==> src/sv/sbe_pkg.sv <==
// shared types and constants for the spi save-memory slave
`default_nettype none
package sbe_pkg;

  localparam int unsigned MEM_DEPTH_DEF = 65536;
  localparam int unsigned DATA_W        = 8;
  localparam int unsigned ADDR_W        = 24;
  localparam int unsigned MEMB_W        = 19;
  localparam int unsigned CFG_IDX_W     = 2;

  localparam logic [DATA_W-1:0] CMD_WRITE_LO = 8'h02;
  localparam logic [DATA_W-1:0] CMD_READ_LO  = 8'h03;
  localparam logic [DATA_W-1:0] CMD_WR_DIS   = 8'h04;
  localparam logic [DATA_W-1:0] CMD_STATUS   = 8'h05;
  localparam logic [DATA_W-1:0] CMD_WR_EN    = 8'h06;
  localparam logic [DATA_W-1:0] CMD_WRITE_HI = 8'h0A;
  localparam logic [DATA_W-1:0] CMD_READ_HI  = 8'h0B;
  localparam logic [ADDR_W-1:0] HI_START     = 24'h000100;

  localparam logic [1:0]        ADDR_BYTES_RST = 2'd2;
  localparam logic [MEMB_W-1:0] MEM_BYTES_RST  = 19'd65536;

  typedef enum logic [CFG_IDX_W-1:0] {
    CFG_ADDR_BYTES = 2'd0,
    CFG_MEM_BYTES  = 2'd1,
    CFG_STORAGE    = 2'd2,
    CFG_SMALL_MODE = 2'd3
  } cfg_idx_t;

  typedef struct packed {
    logic [1:0]        address_bytes;
    logic [MEMB_W-1:0] memory_bytes;
    logic              storage_present;
    logic              small_eeprom_mode;
  } cfg_t;

  typedef struct packed {
    logic              we;
    logic              re;
    logic [ADDR_W-1:0] addr;
    logic [DATA_W-1:0] wdata;
  } mem_req_t;

  typedef struct packed {
    logic              sel_mem;
    logic [DATA_W-1:0] data;
  } res_t;

endpackage
`default_nettype wire

==> src/sv/sbe_ctrl.sv <==
// command decoder and control state, issues memory requests per word
`default_nettype none
module sbe_ctrl import sbe_pkg::*; #(
  parameter int unsigned MEM_DEPTH = MEM_DEPTH_DEF
) (
  input  logic              clk,
  input  logic              rst_n,
  input  logic              fire,
  input  logic              opcode,
  input  logic [DATA_W-1:0] mosi_byte,
  input  cfg_t              cfg,
  output mem_req_t          mem_req,
  output res_t              res
);

  typedef enum logic [1:0] {
    PH_IDLE   = 2'd0,
    PH_READ   = 2'd1,
    PH_WRITE  = 2'd2,
    PH_STATUS = 2'd3
  } phase_t;

  phase_t            phase_r, phase_nxt;
  logic [ADDR_W-1:0] addr_r, addr_nxt;
  logic [1:0]        left_r, left_nxt;
  logic              wen_r, wen_nxt;
  logic              in_range;
  logic              we, re;

  assign in_range = (addr_r < {5'd0, cfg.memory_bytes}) &&
                    ({1'b0, addr_r} < (ADDR_W+1)'(MEM_DEPTH));

  always_comb begin
    phase_nxt   = phase_r;
    addr_nxt    = addr_r;
    left_nxt    = left_r;
    wen_nxt     = wen_r;
    we          = 1'b0;
    re          = 1'b0;
    res.sel_mem = 1'b0;
    res.data    = mosi_byte;
    if (opcode) begin
      if (phase_r == PH_WRITE) wen_nxt = 1'b0;
      phase_nxt = PH_IDLE;
      res.data  = '0;
    end else begin
      unique case (phase_r)
        PH_READ, PH_WRITE: begin
          if (left_r != 2'd0) begin
            left_nxt = left_r - 2'd1;
            unique case (left_nxt)
              2'd0:    addr_nxt = {addr_r[23:8], addr_r[7:0] | mosi_byte};
              2'd1:    addr_nxt = {addr_r[23:16], addr_r[15:8] | mosi_byte, addr_r[7:0]};
              default: addr_nxt = {addr_r[23:16] | mosi_byte, addr_r[15:0]};
            endcase
          end else if (in_range) begin
            if (phase_r == PH_READ) begin
              re          = 1'b1;
              res.sel_mem = 1'b1;
            end else begin
              we = 1'b1;
            end
            addr_nxt = addr_r + 24'd1;
          end
        end
        PH_STATUS: res.data = {6'd0, wen_r, 1'b0};
        default: begin
          unique case (mosi_byte)
            CMD_WRITE_LO, CMD_WRITE_HI: begin
              if (wen_r) begin
                phase_nxt = PH_WRITE;
                left_nxt  = cfg.address_bytes;
                addr_nxt  = (mosi_byte == CMD_WRITE_HI && cfg.small_eeprom_mode) ?
                            HI_START : '0;
              end else begin
                res.data = '0;
              end
            end
            CMD_READ_LO, CMD_READ_HI: begin
              phase_nxt = PH_READ;
              left_nxt  = cfg.address_bytes;
              addr_nxt  = (mosi_byte == CMD_READ_HI && cfg.small_eeprom_mode) ?
                          HI_START : '0;
            end
            CMD_WR_DIS: wen_nxt = 1'b0;
            CMD_STATUS: phase_nxt = PH_STATUS;
            CMD_WR_EN:  if (cfg.storage_present) wen_nxt = 1'b1;
            default: ;
          endcase
        end
      endcase
    end
  end

  assign mem_req.we    = fire && we;
  assign mem_req.re    = fire && re;
  assign mem_req.addr  = addr_r;
  assign mem_req.wdata = mosi_byte;

  always_ff @(posedge clk) begin
    if (!rst_n) begin
      phase_r <= PH_IDLE;
      addr_r  <= '0;
      left_r  <= '0;
      wen_r   <= 1'b0;
    end else if (fire) begin
      phase_r <= phase_nxt;
      addr_r  <= addr_nxt;
      left_r  <= left_nxt;
      wen_r   <= wen_nxt;
    end
  end

endmodule
`default_nettype wire

==> config.mk <==
export PLATFORM = sky130hd
export DESIGN_NAME = sbe_ctrl
export DESIGN_NICKNAME = d
export VERILOG_FILES = /design/src/sv/sbe_pkg.sv /design/src/sv/sbe_ctrl.sv
export SDC_FILE = /design/constraint.sdc
export NUM_CORES = 1
export LEC_CHECK = 0
export ABC_AREA = 0
export CAP_MARGIN = 25
export CELL_PAD_IN_SITES_DETAIL_PLACEMENT = 2
export CELL_PAD_IN_SITES_GLOBAL_PLACEMENT = 2
export CORE_MARGIN = 10
export CORE_UTILIZATION = 30
export DETAILED_ROUTE_END_ITERATION = 8
export DONT_BUFFER_PORTS = 1
export PLACE_DENSITY = 0.66
export SYNTH_ARGS = -nofsm -noshare
export SYNTH_HDL_FRONTEND = slang
export SYNTH_SLANG_ARGS = --single-unit
==> constraint.sdc <==
create_clock -name clk -period 2.6 [get_ports clk]
set_input_delay 0.13 -clock clk [delete_from_list [all_inputs] [get_ports clk]]
set_output_delay 0.13 -clock clk [all_outputs]
set_load 0.02 [all_outputs]
==> results.cfg <==
[final_layout]
fin_util_pct = 36.9
layout-drive-gt1-share_pct = 19.2
final_nets = 489
synthToLayoutAreaGrowth_pct = 19.0
fin_area_um2 = 3440

[timing]
grt_setup_unrepaired = true
clock.fmax_mhz = 387
layout_min_cycle_time_ns = 2.59
setup_violations = 0
fin_ws_ns = 0.0134
slew-limit-headroom_pct = 54.4
drv_slew = 0
fin_crit_sh_pct = 99.5
clock_skew_ns = 0.00704
tightest_slew_ns = 0.681
hold_viol = 0

[routing]
wl_um = 12500
drt_first_pass_iters = 4
wl_per_cell_um = 22.3
num_vias = 3189
drcViolationCount = 0
antenna_left = 0
first_iter_violations = 122
via_per_inst = 5.72

[power_and_ir_drop]
p_leak_nw = 1.44
peakVddDrop_mv = 0.111
p_per_area_nw_per_um2 = 275

[floorplan]
die_h_um = 118
num_rows = 35
die_area_um2 = 14000
fp.dieW_um = 118
boundaryPins = 78
start_util_pct = 31.0
core_um2 = 9330

[synthesis]
synthMuxAreaShare_pct = 2.46
ys_ff_latch = 29
syn_area_um2 = 2890
synth_edf_count = 0
yosysTopAreaCell = dfxtp_1
synth_top_family_by_area = simple AND/OR/NAND/NOR gates
synth_flop_cell = dfxtp_1
synth_cells = 399
async_reset_ff_share_pct = 0
yosys.area_share.adder_pct = 11.2
synth.distinct_cells = 63
yosys.area_share.simple_pct = 28.8
seq_area_frac_synth_pct = 20.1
yosysWarnings = 0
synth_top_area_share_pct = 20.1
synth_compound_area_share_pct = 26.6
synth_xor_area_share_pct = 1.51
synth_area_per_cell_um2 = 7.25
synthTopCellsByArea = dfxtp_1 20%, ha_1 11%, nor2_1 5.7%, inv_1 4.4%, nand2_1 4.4%
syn_nets = 460

[setup_path]
worstSetupStartpointType = register
worstSetupPathType = reg -> out
critPathMaxStageDelay_ns = 0.56
cpMaxStageDelayCell = or4_4
path_max_fanout = 3
worst-path-buf-inv = 1
crit_chain = or4_4 > a2111oi_4 > o21ai_2 > or3_4 > nor3_2 > buf_4
endpoint_kind = output port
cp_top_family = simple AND/OR/NAND/NOR gates
cp.arrival_ns = 2.46
worst_ep_required_time_ns = 2.47

[flow_run]
cap_violations = 0

[grt]
gr-total-overflow = 0
grt_max_degree = 16
grt_pass1_wl_um = 19800
antenna_found_initial = 0
grt_pass1_vias = 3558
track_usage_pct = 17.4

[place]
dpl_worst_slack_ns = 0.0333
place.detailed.hpwl_um = 9690
routabilityCongestion = 0.843
place_area_um2 = 3240
numPortBuffers = 0

[clocking]
cts_inserted_buffers = 5
clock-sinks = 29
htree_levels = 2
clkTransAtPathRegs_ns = 0.06
cts_tree = done
clk_latency_ns = 0.30
cts_buffer_depth = 2
cts-root-buf = clkbuf_8

[worst_hold_path]
hold_class = in -> reg

[run_status]
outcome = completed
## layout by cell type, fill, tap and decap left out, drive strengths merged, types with 3 or more instances in the layout
master and count:
buf 46, nor2 44, nand2 35, inv 34, dfxtp 29, ha 26, o21ai 24, a21oi 23
nand3 16, nor3 12, and2 9, clkbuf 7, nor2b 6, nand4 6, a31oi 6, mux2i 6
o31ai 6, and3 5, and4 4, nand2b 4, a22oi 4, xor2 4, nor4 4, or3 4
a32oi 4, a211oi 4, or4 4, nor3b 3, a21o 3, o221a 3, o211a 3, o21bai 3
o311a 3, dlygate4sd3 3, o311ai 3
## routing by layer
layer	wire, um	track usage [%]
met4	134	3.48
met2	6350	31.0
met3	749	4.52
met1	5230	20.3
met5	0	0
## final timing paths
check / from / endpoint / slack [ns] / cells after the start
setup reg to reg: addr_r[22] / addr_r[7] / 0.10 / 9
hold / removal: mosi_byte[0] / phase_r[0] / 0.0005 / 2
hold reg to reg: addr_r[18] / addr_r[18] / 0.53 / 2
setup / recovery: addr_r[22] / mem_req[32] / 0.01 / 6
## what timing repair did
item	in CTS	in global routing
setup endpoints to repair	3	16
hold buffers	3	0
pin swaps	2	4
hold endpoints to repair	15	0
resized for setup	7	11
buffers inserted	2	1
## sequential cells by signal (all words and copies together), names as in the netlist
register	flops
addr_r	24
left_r	2
phase_r	2
wen_r	1
## worst reg2reg max path, delay by kind of cell (launching register included)
family | cells | cell delay [ns]
and+or+nand+nor | 4 | 0.90
AOI/OAI and AO/OA | 3 | 0.84
buffers and inverters | 2 | 0.36
DFF | 1 | 0.32
## cell type report
cell class	count	area, um^2
tap	129	161
timing repair buffer	49	375
antenna	1	2.50
inverter	34	128
clock buffer	7	86.3
sequential	29	582
fill	1125	5880
multi-input combinational	309	2110
## cell usage after synthesis, drive strengths merged (2+ instances only)
master    n
buf      11
a32oi     4
nand3    16
o311ai    3
nand2b    4
nor3b     3
or4       4
nor3     12
o21a      2
and3      5
a21oi    23
a211oi    4
or2       2
nand4     6
o22ai     2
a41oi     2
o211a     3
mux2i     6
a22oi     4
inv      34
o311a     3
o32ai     2
clkbuf   16
xor2      4
o31ai     6
nand2    35
a21boi    2
nand4b    2
or3       4
o21bai    3
and2      9
a211o     2
nor4      4
ha       26
nor2     44
nor2b     6
a21o      3
dfxtp    29
and4      4
o21ai    24
a31oi     6
a2111oi   2
o221a     3
## through the flow
stage	cells	power, mW	hold WS (ns)	TNS [ns]
floorplan	399	0.544	0.229	0
global placement	544	0.538	0.237	0
detailed placement	544	0.542	0.240	0
CTS	556	0.959	0.000582	0
global route	557	0.995	0.00414	-0.273
finish	558	0.947	0.000542	0
## power breakdown
part	leakage, nW	switching [mW]	internal, mW	total (mW)
sequential	0.234	0.000765	0.445	0.446
combinational	1.16	0.0605	0.0359	0.0964
clock	0.0443	0.195	0.210	0.405
## cell families (layout without fill, tap and decap cells)
| kind of cell | Yosys count | in the layout |
|---|---|---|
| and+or+nand+nor | 162 | 162 |
| DFF | 29 | 29 |
| buffers and inverters | 61 | 90 |
| muxes | 7 | 7 |
| adders and majority gates | 26 | 26 |
| AOI/OAI and AO/OA | 109 | 109 |
| other | 0 | 1 |
| xor gates and xnor gates | 5 | 5 |
(Power assumes the default switching activity.)
